--- src/sv/pfc_pkg.sv ---
// Shared types, constants and helper functions of the pixel format converter.
// Used by every module of the block; depends on nothing.
`default_nettype none

package pfc_pkg;

    localparam int PIXEL_W = 32;
    localparam int CHAN_W  = 8;
    localparam int COUNT_W = 3;
    localparam int FMT_W   = 3;
    localparam int ADDR_W  = 3;
    localparam int DATA_W  = 32;
    localparam int LUMA_W  = 24;

    localparam logic [15:0] LUMA_R_WEIGHT = 16'd19661;
    localparam logic [15:0] LUMA_G_WEIGHT = 16'd38666;
    localparam logic [15:0] LUMA_B_WEIGHT = 16'd7209;

    typedef enum logic [FMT_W-1:0] {
        FMT_L8       = 3'd0,
        FMT_A8L8     = 3'd1,
        FMT_A1R5G5B5 = 3'd2,
        FMT_A4R4G4B4 = 3'd3,
        FMT_R8G8B8   = 3'd4,
        FMT_A8R8G8B8 = 3'd5
    } pfc_fmt_t;

    localparam logic REG_SOURCE_FORMAT = 1'b0;
    localparam logic REG_TARGET_FORMAT = 1'b1;

    typedef struct packed {
        logic              valid;
        logic [CHAN_W-1:0] a;
        logic [CHAN_W-1:0] r;
        logic [CHAN_W-1:0] g;
        logic [CHAN_W-1:0] b;
        logic [CHAN_W-1:0] l;
    } pfc_chan_t;

    function automatic logic [COUNT_W-1:0] pfc_fmt_bytes(input pfc_fmt_t fmt);
        logic [COUNT_W-1:0] count;
        unique case (fmt)
            FMT_L8:       count = 3'd1;
            FMT_A8L8:     count = 3'd2;
            FMT_A1R5G5B5: count = 3'd2;
            FMT_A4R4G4B4: count = 3'd2;
            FMT_R8G8B8:   count = 3'd3;
            FMT_A8R8G8B8: count = 3'd4;
            default:      count = 3'd1;
        endcase
        return count;
    endfunction

endpackage

`default_nettype wire

--- src/sv/pfc_regs.sv ---
// APB-style configuration registers holding the source and target formats.
// Depends on pfc_pkg for the format type, register indexes and port widths.
`default_nettype none

module pfc_regs import pfc_pkg::*; (
    input  wire logic              aclk,
    input  wire logic              aresetn,
    input  wire logic              psel,
    input  wire logic              penable,
    input  wire logic              pwrite,
    input  wire logic [ADDR_W-1:0] paddr,
    input  wire logic [DATA_W-1:0] pwdata,
    output logic      [DATA_W-1:0] prdata,
    output logic                   pready,
    output pfc_fmt_t               source_format,
    output pfc_fmt_t               target_format
);

    pfc_fmt_t source_format_reg;
    pfc_fmt_t target_format_reg;
    logic     write_en;
    logic     reg_index;

    assign write_en  = psel && penable && pwrite && pready;
    assign reg_index = paddr[2];
    assign pready    = 1'b1;

    always_ff @(posedge aclk) begin
        if (!aresetn) begin
            source_format_reg <= FMT_L8;
            target_format_reg <= FMT_L8;
        end else if (write_en) begin
            unique case (reg_index)
                REG_SOURCE_FORMAT: source_format_reg <= pfc_fmt_t'(pwdata[FMT_W-1:0]);
                REG_TARGET_FORMAT: target_format_reg <= pfc_fmt_t'(pwdata[FMT_W-1:0]);
                default: ;
            endcase
        end
    end

    always_comb begin
        prdata = '0;
        unique case (reg_index)
            REG_SOURCE_FORMAT: prdata = {{(DATA_W-FMT_W){1'b0}}, source_format_reg};
            REG_TARGET_FORMAT: prdata = {{(DATA_W-FMT_W){1'b0}}, target_format_reg};
            default:           prdata = '0;
        endcase
    end

    assign source_format = source_format_reg;
    assign target_format = target_format_reg;

endmodule

`default_nettype wire

--- src/sv/pfc_unpack.sv ---
// Expands a source pixel into 8-bit alpha, color and luminance channels.
// Depends on pfc_pkg for the format type, channel struct and luma weights.
`default_nettype none

module pfc_unpack import pfc_pkg::*; (
    input  wire logic [PIXEL_W-1:0] pixel,
    input  wire pfc_fmt_t           fmt,
    output pfc_chan_t               chan
);

    logic [CHAN_W-1:0] r;
    logic [CHAN_W-1:0] g;
    logic [CHAN_W-1:0] b;
    logic [CHAN_W-1:0] a;
    logic [CHAN_W-1:0] l;
    logic              grey;
    logic              valid;
    logic [LUMA_W-1:0] luma_sum;

    always_comb begin
        r     = '0;
        g     = '0;
        b     = '0;
        a     = 8'hFF;
        l     = '0;
        grey  = 1'b0;
        valid = 1'b1;
        case (fmt)
            FMT_L8: begin
                l    = pixel[7:0];
                grey = 1'b1;
            end
            FMT_A8L8: begin
                l    = pixel[7:0];
                a    = pixel[15:8];
                grey = 1'b1;
            end
            FMT_A1R5G5B5: begin
                r = {pixel[14:10], 3'b000};
                g = {pixel[9:5], 3'b000};
                b = {pixel[4:0], 3'b000};
                a = {CHAN_W{pixel[15]}};
            end
            FMT_A4R4G4B4: begin
                b = {pixel[3:0], 4'h0};
                g = {pixel[7:4], 4'h0};
                r = {pixel[11:8], 4'h0};
                a = {pixel[15:12], 4'h0};
            end
            FMT_R8G8B8: begin
                b = pixel[7:0];
                g = pixel[15:8];
                r = pixel[23:16];
            end
            FMT_A8R8G8B8: begin
                b = pixel[7:0];
                g = pixel[15:8];
                r = pixel[23:16];
                a = pixel[31:24];
            end
            default: begin
                valid = 1'b0;
            end
        endcase
    end

    assign luma_sum = LUMA_W'(LUMA_R_WEIGHT) * LUMA_W'(r)
                    + LUMA_W'(LUMA_G_WEIGHT) * LUMA_W'(g)
                    + LUMA_W'(LUMA_B_WEIGHT) * LUMA_W'(b);

    always_comb begin
        chan.valid = valid;
        chan.a     = a;
        if (grey) begin
            chan.r = l;
            chan.g = l;
            chan.b = l;
            chan.l = l;
        end else begin
            chan.r = r;
            chan.g = g;
            chan.b = b;
            chan.l = luma_sum[LUMA_W-1:LUMA_W-CHAN_W];
        end
    end

endmodule

`default_nettype wire

--- src/sv/pfc_pack.sv ---
// Packs 8-bit channels into the target pixel format by truncation.
// Depends on pfc_pkg for the format type, channel struct and byte counts.
`default_nettype none

module pfc_pack import pfc_pkg::*; (
    input  wire pfc_chan_t           chan,
    input  wire pfc_fmt_t            fmt,
    output logic [PIXEL_W-1:0]       pixel,
    output logic [COUNT_W-1:0]       byte_count
);

    always_comb begin
        pixel = '0;
        if (chan.valid) begin
            case (fmt)
                FMT_L8:       pixel = {24'h0, chan.l};
                FMT_A8L8:     pixel = {16'h0, chan.a, chan.l};
                FMT_A1R5G5B5: pixel = {16'h0, chan.a[7], chan.r[7:3], chan.g[7:3], chan.b[7:3]};
                FMT_A4R4G4B4: pixel = {16'h0, chan.a[7:4], chan.r[7:4], chan.g[7:4],
                                       chan.b[7:4]};
                FMT_R8G8B8:   pixel = {8'h0, chan.r, chan.g, chan.b};
                FMT_A8R8G8B8: pixel = {chan.a, chan.r, chan.g, chan.b};
                default:      pixel = '0;
            endcase
        end
    end

    assign byte_count = pfc_fmt_bytes(fmt);

endmodule

`default_nettype wire

--- src/sv/pixel_format_converter_unit.sv ---
// Pixel format converter top level: input register, conversion logic, result register.
// Depends on pfc_pkg, pfc_regs, pfc_unpack and pfc_pack.
//
// Usage: pixels enter on the s_ channel (s_valid, s_ready, s_pixel_in) as little-endian
// bytes and leave on the m_ channel (m_valid, m_ready, m_pixel_out, m_byte_count).
// The source and target formats are set through the APB port: register 0 at address 0
// holds the source format, register 1 at address 4 the target format; both reset to L8.
// Change them only while no transaction is in flight.
// A transaction accepted on the s_ channel is captured in the input register, converted
// by the combinational unpack and pack logic and captured in the result register, which
// drives the m_ channel. One transaction per cycle is sustained while m_ready stays high;
// the conversion path between the input and result registers is combinational.
// When the receiver stalls, the result register holds its transaction and the input
// register takes one more; s_ready falls only when both are full.
// Reset (aresetn low, synchronous) empties both registers and restores the formats.
`default_nettype none

module pixel_format_converter_unit import pfc_pkg::*; (
    input  wire logic                aclk,
    input  wire logic                aresetn,
    input  wire logic                psel,
    input  wire logic                penable,
    input  wire logic                pwrite,
    input  wire logic [ADDR_W-1:0]   paddr,
    input  wire logic [DATA_W-1:0]   pwdata,
    output logic      [DATA_W-1:0]   prdata,
    output logic                     pready,
    input  wire logic                s_valid,
    output logic                     s_ready,
    input  wire logic [PIXEL_W-1:0]  s_pixel_in,
    output logic                     m_valid,
    input  wire logic                m_ready,
    output logic      [PIXEL_W-1:0]  m_pixel_out,
    output logic      [COUNT_W-1:0]  m_byte_count
);

    pfc_fmt_t           source_format;
    pfc_fmt_t           target_format;
    pfc_chan_t          chan;
    logic               in_valid_reg;
    logic [PIXEL_W-1:0] in_pixel_reg;
    logic               out_valid_reg;
    logic [PIXEL_W-1:0] out_pixel_reg;
    logic [COUNT_W-1:0] out_count_reg;
    logic [PIXEL_W-1:0] out_pixel_next;
    logic [COUNT_W-1:0] out_count_next;
    logic               advance;

    pfc_regs u_regs (
        .aclk          (aclk),
        .aresetn       (aresetn),
        .psel          (psel),
        .penable       (penable),
        .pwrite        (pwrite),
        .paddr         (paddr),
        .pwdata        (pwdata),
        .prdata        (prdata),
        .pready        (pready),
        .source_format (source_format),
        .target_format (target_format)
    );

    pfc_unpack u_unpack (
        .pixel (in_pixel_reg),
        .fmt   (source_format),
        .chan  (chan)
    );

    pfc_pack u_pack (
        .chan       (chan),
        .fmt        (target_format),
        .pixel      (out_pixel_next),
        .byte_count (out_count_next)
    );

    assign advance = !out_valid_reg || m_ready;
    assign s_ready = !in_valid_reg || advance;

    always_ff @(posedge aclk) begin
        if (!aresetn) begin
            in_valid_reg  <= 1'b0;
            out_valid_reg <= 1'b0;
        end else begin
            if (s_ready) begin
                in_valid_reg <= s_valid;
            end
            if (advance) begin
                out_valid_reg <= in_valid_reg;
            end
        end
        if (s_valid && s_ready) begin
            in_pixel_reg <= s_pixel_in;
        end
        if (advance && in_valid_reg) begin
            out_pixel_reg <= out_pixel_next;
            out_count_reg <= out_count_next;
        end
    end

    assign m_valid      = out_valid_reg;
    assign m_pixel_out  = out_pixel_reg;
    assign m_byte_count = out_count_reg;

    assert property (@(posedge aclk) disable iff (!aresetn)
        in_valid_reg && !advance |=> in_valid_reg && $stable(in_pixel_reg))
        else $error("Held input transaction changed while the result register stalled.");

    assert property (@(posedge aclk) disable iff (!aresetn)
        !s_ready |-> in_valid_reg && out_valid_reg && !m_ready)
        else $error("Input stalled although the pipeline had room.");

    assert property (@(posedge aclk) disable iff (!aresetn)
        m_valid |-> m_byte_count >= 3'd1 && m_byte_count <= 3'd4)
        else $error("Result byte count out of range.");

endmodule

`default_nettype wire
--- config.mk ---
export PLATFORM = sky130hd
export DESIGN_NAME = pixel_format_converter_unit
export DESIGN_NICKNAME = d
export VERILOG_FILES = /design/src/sv/pfc_pkg.sv /design/src/sv/pfc_regs.sv /design/src/sv/pfc_unpack.sv /design/src/sv/pfc_pack.sv /design/src/sv/pixel_format_converter_unit.sv
export SDC_FILE = /design/constraint.sdc
export NUM_CORES = 1
export LEC_CHECK = 0
export BUFFER_PORTS_ARGS = -buffer_cell sky130_fd_sc_hd__buf_4
export CORE_MARGIN = 1.5
export CORE_UTILIZATION = 35
export CTS_CLUSTER_DIAMETER = 30
export DETAILED_ROUTE_END_ITERATION = 8
export MAX_ROUTING_LAYER = met4
export PLACE_DENSITY = 0.6
export SLEW_MARGIN = 10
export SYNTH_ARGS = -nofsm -noshare
export SYNTH_HDL_FRONTEND = slang
export SYNTH_SLANG_ARGS = --single-unit
--- constraint.sdc ---
create_clock -name aclk -period 9.18 [get_ports aclk]
set_input_delay 0.918 -clock aclk [delete_from_list [all_inputs] [get_ports aclk]]
set_output_delay 0.918 -clock aclk [all_outputs]
set_load 0.02 [all_outputs]
# Yosys cells after proc, flatten, opt, wreduce, memory -nomap -nowiden
# Index checks and enable logic that the tools add are counted.
# word_totals
regBits	75
inputBits	74
output_inout_bits	70
wordCells	50
# op_classes
addsub	2
mul	3
eq_ne	10
n_mux	11
bitwise_logic	1
reduce_logical	16
# op_table
op	count
$pmux W32 S6	1
$pmux W8 S3	3
$pmux W32 S2	1
$mul A15 B8 Y23 const A	2
$mux W32	1
$pmux W8 S4	1
$add A23 B24 Y24	1
$add A24 B21 Y24	1
$mul A13 B8 Y21 const A	1
$eq A3 B2 Y1 const B	4
$eq A3 B3 Y1 const B	4
$pmux W3 S3	1
$mux W8	1
$eq A3 B1 Y1 const B	2
$logic_not A3 Y1	2
$reduce_or A6 Y1	1
$logic_and A1 B1 Y1	4
$reduce_and A2 Y1	2
$reduce_or A2 Y1	2
$reduce_or A3 Y1	1
$logic_not A1 Y1	2
$logic_or A1 B1 Y1	2
$mux W1	2
$not A1 Y1	1

# Depth between registers and ports, before layout
# Gate-level depths: netlist (run 1).
# depth
word_depth	8
depth_mapped	34
ltp_nobuf	30

# By module
# From an unflattened synthesis (run 1), not the netlist that was laid out.
# unflattened
hier_cells	994
hier_area_um2	9957.0
# by_module_without_submodules
mod	n_inst	cells_per_inst	area_each_um2	seq_area_each_um2
pfc_unpack	1	737	6530.0	0.0
pixel_format_converter_unit	1	76	2115.8	2052.0
pfc_pack	1	122	789.5	0.0
pfc_regs	1	59	521.8	120.1

# Least setup slack after synthesis (run 1)
# Ideal clock, no wire load.
# synth_path
path_type	reg-to-reg
start	reg u_regs.source_format_reg[0] (netlist: u_regs.source_format[0])
end	reg out_pixel_reg[6] (netlist: m_pixel_out[6]), data pin
setup_ps	256
arrival_time_ps	7698
path_slack_ps	1226
path_stages_with_launch	34
n_path_buf	5
period_less_slack_ps	7954
cell_sequence	dfxtp_1 -> buf_4 -> buf_6 -> buf_2 -> buf_2 -> mux2i_1 -> o21ai_0 -> ha_1 -> ha_1 -> inv_1 -> fa_1 -> inv_1 -> fa_1 -> ha_1 -> o21ai_1 -> a21boi_1 -> a21oi_1 -> o21ai_0 -> xor2_1 -> fa_1 -> fa_1 -> inv_1 -> fa_1 -> fa_1 -> inv_1 -> ha_1 -> and3_1 -> buf_2 -> nand2_1 -> nand2_1 -> a21oi_1 -> a21oi_2 -> o31a_1 -> and4_1
# synth_via
elab_chain_cells	8
word_cells_on_any_way	22
# synth_lines
element	line	rtl
start, declared	pfc_regs.sv:19	pfc_fmt_t source_format_reg;
start signal, assigned	pfc_regs.sv:34	REG_SOURCE_FORMAT: source_format_reg <= pfc_fmt_t'(pwdata[FMT_W-1:0]);
$eq A3 B3 Y1	pfc_unpack.sv:28	case (fmt)
$reduce_or A2 Y1 (no source line)	--	
$pmux W8 S3	pfc_unpack.sv:28	
$mul A15 B8 Y23, on equally long branches	pfc_unpack.sv:67, pfc_unpack.sv:68	
$add A23 B24 Y24	pfc_unpack.sv:68	+ LUMA_W'(LUMA_G_WEIGHT) * LUMA_W'(g)
$add A24 B21 Y24	pfc_unpack.sv:69	+ LUMA_W'(LUMA_B_WEIGHT) * LUMA_W'(b);
$mux W32	pfc_unpack.sv:74	if (grey) begin
$pmux W32 S6	pfc_pack.sv:15	case (fmt)
end signal, assigned	pixel_format_converter_unit.sv:95	out_pixel_reg <= out_pixel_next;
end, declared	pixel_format_converter_unit.sv:43	logic [PIXEL_W-1:0] out_pixel_reg;
# Several ways; a longest one is shown, not always the timed one.
# A chain may end at the register's enable or synchronous reset.

# Worst setup path in the final report (run 1)
# layout_path
start	reg u_regs.source_format_reg[1] (netlist: u_regs.source_format[1])
end	reg out_pixel_reg[7] (netlist: m_pixel_out[7]), data pin
# The elaborated chain is that of the path after synthesis.

==> out/metrics.cfg, run 1 <==
[clock_network]
cts_max_level=3
cts.clk_slew.worst_paths_ns=0.06
cts_sinks=75
clockBufferDepth=2
postCtsSetupRepairBufs=0
tritoncts=yes
clkLatencyLatePin_ns=0.34
cts_made_buffers=9
cts_root_buf=sky130_fd_sc_hd__clkbuf_16
cts_resized=0
cts.hold.buffers_added=0

[setup_path]
critPathMostFrequentCell=sky130_fd_sc_hd__fa_1
critical_path_class=flop to flop
crit_end_element=flop
slowest_delay_ns=0.56
slowest_stage=sky130_fd_sc_hd__fa_1
crit_path_max_fanout=16
worstSetupStartpointType=flop
critical_path_arrival_ns=8.65
reg2reg_depth=28
crit_required_ns=9.28

[pwr]
cell_internal_pwr_w=0.000682
cellPowerDensity_nw_per_um2=87.9
p_switching_w=0.000311
fin_total_pwr_w=0.000993
sequentialPowerShare=0.411
p_sw_frac=0.313
maximum_vdd_drop_v=0.0000995
power.static_leakage_nw=5.67
share_comb_of_total_power=0.252
clock_power_share=0.337

[drt]
drc_errors=0
dr.first_iter.drc_count=524
detailedRoute.firstPassIterationCount=6
viasPerCell=4.94
num_vias=7374
antenna_violating_nets_post_route=0
detail_route.wl_per_cell_um=16.4
route.final.wire_length_um=24500

[sta]
slew-limit-headroom=0.316
final_hold_viol_count=0
max_slew.worst_pin.slew_ns=1.01
fin_crit_sh=0.932
finalMaxSlewViolations=0
clock-skew-final_ns=0.00759
setup_tns_ns=0
finalWorstPathRequiredPeriod_ns=8.56
setup_ws_ns=0.625
fmax_ghz=0.117
final-setup-viol-count=0
grt_setup_unrepaired=no

[global_route]
global_route.overflow_total=0
first_global_vias=7304
grt_antenna_before_repair=0
globalRouteTotalUtil=0.172
grt_pass1_wl_um=39300
grt_start_max_net_pins=36

[logic_synthesis]
top_cells_by_area_in_the_synthesized_netlist=sky130_fd_sc_hd__fa_1, sky130_fd_sc_hd__edfxtp_1, sky130_fd_sc_hd__ha_1, sky130_fd_sc_hd__inv_1, sky130_fd_sc_hd__mux2i_1
synth.avg_cell_area_um2=9.80
yosysTopAreaCellShare=0.206
async_reset_ff_frac=0
synth_sequential_area_ratio=0.214
synth_area_um2=10100
synth_enable_flop_cells=67
yosys_register_bits=75
synthDominantAreaCellType=sky130_fd_sc_hd__fa_1
synth_cell_types=81
postSynth.topFlopCell=sky130_fd_sc_hd__edfxtp_1
ys.warnings.count=0
synthesis.instances=1033
synthMostInstantiatedCell=sky130_fd_sc_hd__inv_1
synth_top_cells_by_count=sky130_fd_sc_hd__inv_1, sky130_fd_sc_hd__ha_1, sky130_fd_sc_hd__fa_1, sky130_fd_sc_hd__edfxtp_1, sky130_fd_sc_hd__nand2_1

[layout]
areaGrowthSynthToFinish_pct=11.5
multi_input_area_um2=6920
seqCellArea_um2=2170
layout-drive-gt1-share=0.116
n_antenna_cell=0
final.fill_count=2862
total_number_of_nets_in_the_final_design=1438

[placed_design]
post-dp-hpwl_um=20700
place_congestion=0.874
post-place-ws_ns=0.637
buffer_ports.inserted=82

[hold_path]
hp-class=flop to flop
min_delay_path_depth=1

[outcome]
outcome=finished clean

[floorplanning]
starting_utilization_of_the_core_area=0.354
design.die.area_um2=30000
core_area_um2=28600
fp.dieW_um=173
die_h_um=173
num_io_pins=144
placement_rows=62

[flow_run]
max_cap_viol_count=0

cells in the final DEF, fill, tap and decap left out, drive strengths merged, types with 4 or more instances in the layout:
cell	Yosys	final
inv	202	204
ha	157	157
fa	104	104
buf	51	91
edfxtp	67	67
nand2	63	63
a21oi	51	51
nor2	43	43
o21ai	35	35
mux2i	30	30
conb	2	30
o22ai	18	18
and2	16	16
nor2b	16	16
a211oi	12	12
xnor2	11	11
nor3	11	11
clkbuf	9	11
a21o	10	10
xor2	8	8
dfxtp	8	8
nand3	7	7
nand4	7	7
nand2b	6	6
and3	6	6
nand3b	5	5
or2	5	5
o2111ai	4	4
mux2	4	4
o211a	4	4
o21a	4	4
a21boi	4	4
critical path, delay by kind of cell, from the launching register on:
kind	cells	cell delay [ns]
adders and majority gates	9	3.91
muxes	1	0.06
xor gates and xnor gates	1	0.22
and+or+nand+nor	6	1.69
buffers and inverters	4	0.19
AOI/OAI and AO/OA	7	1.70
DFF	1	0.54
area by class of cell:
type / count / area share
repair buffers: 91 / 0.0605
well taps: 384 / 0.0425
flip-flops and latches: 75 / 0.192
inverters: 202 / 0.0671
multi-input cells: 724 / 0.613
clock buffers: 11 / 0.0215
clock inverters: 5 / 0.00321
layer usage:
metal  GRT usage  part of all wire  vias up
li1            -                 -     3567
met1       0.237              0.47     3562
met2       0.268              0.46      218
met3      0.0286             0.061       27
met4      0.0319             0.012        0
met5           -                 0        -
through the flow:
stage                     hold slack (ns)  instance area, µm²  utilization  cells
after global placement              0.503               11000        0.385   1476
after detailed placement            0.504               11000        0.385   1476
after global routing                0.547               11300        0.395   1492
final                               0.529               11300        0.395   1492
after CTS                           0.528               11300        0.395   1492
after floorplan                     0.477               10200            -   1061
cell families (layout without fill, tap and decap cells):
logic type	after synthesis	count (layout)	share of synthesized area
other	2	30	0.000742
multiplexers	34	34	0.0341
buffers and inverters	262	309	0.113
adder cells (fa/ha/maj)	261	261	0.400
AND/OR/NAND/NOR	199	199	0.0998
flip-flops	75	75	0.214
XOR/XNOR	19	19	0.0164
AO/OA/AOI/OAI	181	181	0.122
path summary, 6_finish.rpt:
path / start / to / slack [ns]
hold / removal: in_valid_reg$_SDFFE_PN0N_ / m_valid$_SDFFE_PN0P_ / 0.53
setup / recovery: u_regs.source_format[1]$_SDFFE_PN0P_ / m_pixel_out[7]$_SDFFCE_PN0P_ / 0.62
setup reg to reg: u_regs.source_format[1]$_SDFFE_PN0P_ / m_pixel_out[7]$_SDFFCE_PN0P_ / 0.62
hold reg to reg: in_valid_reg$_SDFFE_PN0N_ / m_valid$_SDFFE_PN0P_ / 0.53
power groups by stage:
| stage | Sequential, W | Clock (W) | Combinational, W |
|---|---|---|---|
| after floorplan | 0.000415 | 0 | 0.000180 |
| after global placement | 0.000415 | 0 | 0.000247 |
| after detailed placement | 0.000415 | 0 | 0.000250 |
| after CTS | 0.000408 | 0.000340 | 0.000252 |
| after global routing | 0.000410 | 0.000354 | 0.000282 |
| final | 0.000408 | 0.000335 | 0.000250 |
No activity file was read; power rests on OpenSTA's default activity.
==> inputs of run 2 (changes only) <==
--- a/config.mk
+++ b/config.mk
@@ -6,7 +6,7 @@
 export NUM_CORES = 1
 export LEC_CHECK = 0
 export BUFFER_PORTS_ARGS = -buffer_cell sky130_fd_sc_hd__buf_4
-export CORE_MARGIN = 1.5
+export CORE_MARGIN = 8
 export CORE_UTILIZATION = 35
 export CTS_CLUSTER_DIAMETER = 30
 export DETAILED_ROUTE_END_ITERATION = 8
==> run 2 against run 1 <==
  * Via count decreased by 0.77%
  * Die area up 16%
  * Combinational power barely moved
  * Power grew 6.3%
  * Critical path depth is the same
  * Register-to-register slack gained 0.03 ns
  * Sequential share of layout area down 0.13 points
  * Hold slack gained 0.0027 ns
  * First-iteration DRC count is 5.9% higher
  * Setup slack improved by 0.031 ns
  * Sequential cell count is the same
  * Largest cell class unchanged
==> out/metrics.cfg, run 2 (synthesis gave the netlist of run 1 again) <==
[floorplanning]
core_area_um2=28600  ; unchanged
design.die.area_um2=34600  ; was 30000 µm²
placement_rows=62  ; unchanged
num_io_pins=144  ; unchanged
starting_utilization_of_the_core_area=0.354  ; unchanged
die_h_um=186  ; was 173 µm
fp.dieW_um=186  ; was 173 µm

[placed_design]
place_congestion=0.868  ; was 0.874
post-place-cells=1479  ; was 1476
buffer_ports.inserted=82  ; unchanged
post-dp-hpwl_um=21600  ; was 20700 µm
place_area_um2=11000  ; about the same
post-place-ws_ns=0.715  ; was 0.637 ns

[global_route]
grt_start_max_net_pins=36  ; unchanged
global_route.overflow_total=0  ; unchanged
grt_pass1_wl_um=41000  ; was 39300 µm
globalRouteTotalUtil=0.155  ; was 0.172
first_global_vias=7627  ; was 7304
grt_antenna_before_repair=0  ; unchanged

[clock_network]
cts_made_buffers=9  ; unchanged
cts.hold.buffers_added=0  ; unchanged
postCtsSetupRepairBufs=0  ; unchanged
clkLatencyLatePin_ns=0.34  ; about the same
cts_resized=0  ; unchanged
cts_root_buf=sky130_fd_sc_hd__clkbuf_16  ; unchanged
clockBufferDepth=2  ; unchanged
cts.clk_slew.worst_paths_ns=0.06  ; about the same
cts_max_level=3  ; unchanged
tritoncts=yes  ; unchanged
cts_sinks=75  ; unchanged

[setup_path]
worstSetupStartpointType=flop  ; unchanged
crit_end_element=flop  ; unchanged
cpLargestDelayFamily=adder cells  ; unchanged
regToRegStartpoint=u_regs.source_format[1]$_SDFFE_PN0P_  ; unchanged
crit_path_max_fanout=13  ; was 16
slowest_delay_ns=0.56  ; about the same
critPathMostFrequentCell=sky130_fd_sc_hd__fa_1  ; unchanged
critical_path_class=flop to flop  ; unchanged
slowest_stage=sky130_fd_sc_hd__dfxtp_1  ; was sky130_fd_sc_hd__fa_1
critPathLaunch=u_regs.source_format[1]$_SDFFE_PN0P_  ; unchanged
critical_path_arrival_ns=8.61  ; was 8.65 ns
crit_required_ns=9.27  ; was 9.28 ns
buf_inv_on_cp=4  ; unchanged

[pwr]
cellPowerDensity_nw_per_um2=92.8  ; was 87.9 nW/µm²
fin_total_pwr_w=0.00106  ; was 0.000993 W
maximum_vdd_drop_v=0.000112  ; was 0.0000995 V
power.static_leakage_nw=5.71  ; was 5.67 nW

[drt]
viasPerCell=4.89  ; was 4.94
route.final.wire_length_um=25500  ; was 24500 µm
dr.first_iter.drc_count=555  ; was 524
drc_errors=0  ; unchanged
detailedRoute.firstPassIterationCount=5  ; was 6
antenna_violating_nets_post_route=0  ; unchanged
detail_route.wl_per_cell_um=17.1  ; was 16.4 µm
num_vias=7317  ; was 7374

[sta]
final_hold_viol_count=0  ; unchanged
finalMaxSlewViolations=0  ; unchanged
final-setup-viol-count=0  ; unchanged
fmax_ghz=0.117  ; about the same
setup_tns_ns=0  ; unchanged
finalWorstPathRequiredPeriod_ns=8.52  ; was 8.56 ns
grt_setup_unrepaired=no  ; unchanged
slew-limit-headroom=0.333  ; was 0.316
fin_crit_sh=0.929  ; was 0.932
clock-skew-final_ns=0.0116  ; was 0.00759 ns
setup_ws_ns=0.656  ; was 0.625 ns
max_slew.worst_pin.slew_ns=0.999  ; was 1.01 ns

[layout]
total_number_of_nets_in_the_final_design=1441  ; was 1438
most-common-layout-cells=sky130_fd_sc_hd__inv_1, sky130_fd_sc_hd__ha_1, sky130_fd_sc_hd__fa_1  ; unchanged
areaGrowthSynthToFinish_pct=12.3  ; was 11.5%
seqCellArea_um2=2170  ; unchanged
multi_input_area_um2=6920  ; unchanged
n_antenna_cell=0  ; unchanged
instances_no_fill=1495  ; was 1492
postLayoutCellArea_um2=11400  ; was 11300 µm²
final.fill_count=2834  ; was 2862
layout-drive-gt1-share=0.118  ; was 0.116
layout.cells.most_common=sky130_fd_sc_hd__inv_1  ; unchanged

[flow_run]
max_cap_viol_count=0  ; unchanged

[hold_path]
hp-start=in_valid_reg$_SDFFE_PN0N_  ; unchanged
hp-class=flop to flop  ; unchanged

[outcome]
outcome=finished clean  ; unchanged

## run 2: cell types whose count changed in the layout (fill, tap and decap cells not counted), sizes merged
cell      before  now
clkbuf        11   12
bufinv         0    3
buf           91   94
inv          204  202
clkinvlp       2    0
## run 2: path summary, 6_finish.rpt
kind / slack, ns / endpoint / cells past startpoint
worst max register to register: 0.66 / m_pixel_out[7]$_SDFFCE_PN0P_ / 28
worst max-delay path: 0.66 / m_pixel_out[7]$_SDFFCE_PN0P_ / 28
worst min-delay path: 0.53 / m_valid$_SDFFE_PN0P_ / 1
worst min register to register: 0.53 / m_valid$_SDFFE_PN0P_ / 1
## run 2: per-stage QoR
step	util	hold slack, ns
floorplan	-	0.477
global placement	0.386	0.509
detailed placement	0.386	0.511
CTS	0.397	0.527
global route	0.397	0.563
finish	0.397	0.531
## run 2: final cells by class
cell class | instances | area share
timing repair buffer | 94 | 0.0621
clock inverter | 4 | 0.00869
sequential | 75 | 0.191
inverter | 202 | 0.0667
tap | 384 | 0.0422
multi-input combinational | 724 | 0.609
clock buffer | 12 | 0.0208
## run 2: report_power, final
group | switching, W | total (W) | internal (W)
logic | 0.000152 | 0.000253 | 0.000101
registers | 0.0000167 | 0.000408 | 0.000392
clock network | 0.000129 | 0.000395 | 0.000266
total | 0.000297 | 0.00106 | 0.000758
## run 2: routing by layer
layer	track usage	part of all wire
met1	0.212	0.47
met2	0.244	0.46
met3	0.0211	0.052
met4	0.0321	0.013
met5	-	0
## run 2: worst reg2reg max path: cells and delay by family, from the launching register on
kind / cells / cell delay [ns]
AND/OR/NAND/NOR: 6 / 1.52
AO/OA/AOI/OAI: 7 / 1.72
buffers and inverters: 4 / 0.20
multiplexers: 1 / 0.06
flip-flops: 1 / 0.56
XOR/XNOR: 1 / 0.24
adder cells (fa/ha/maj): 9 / 3.96
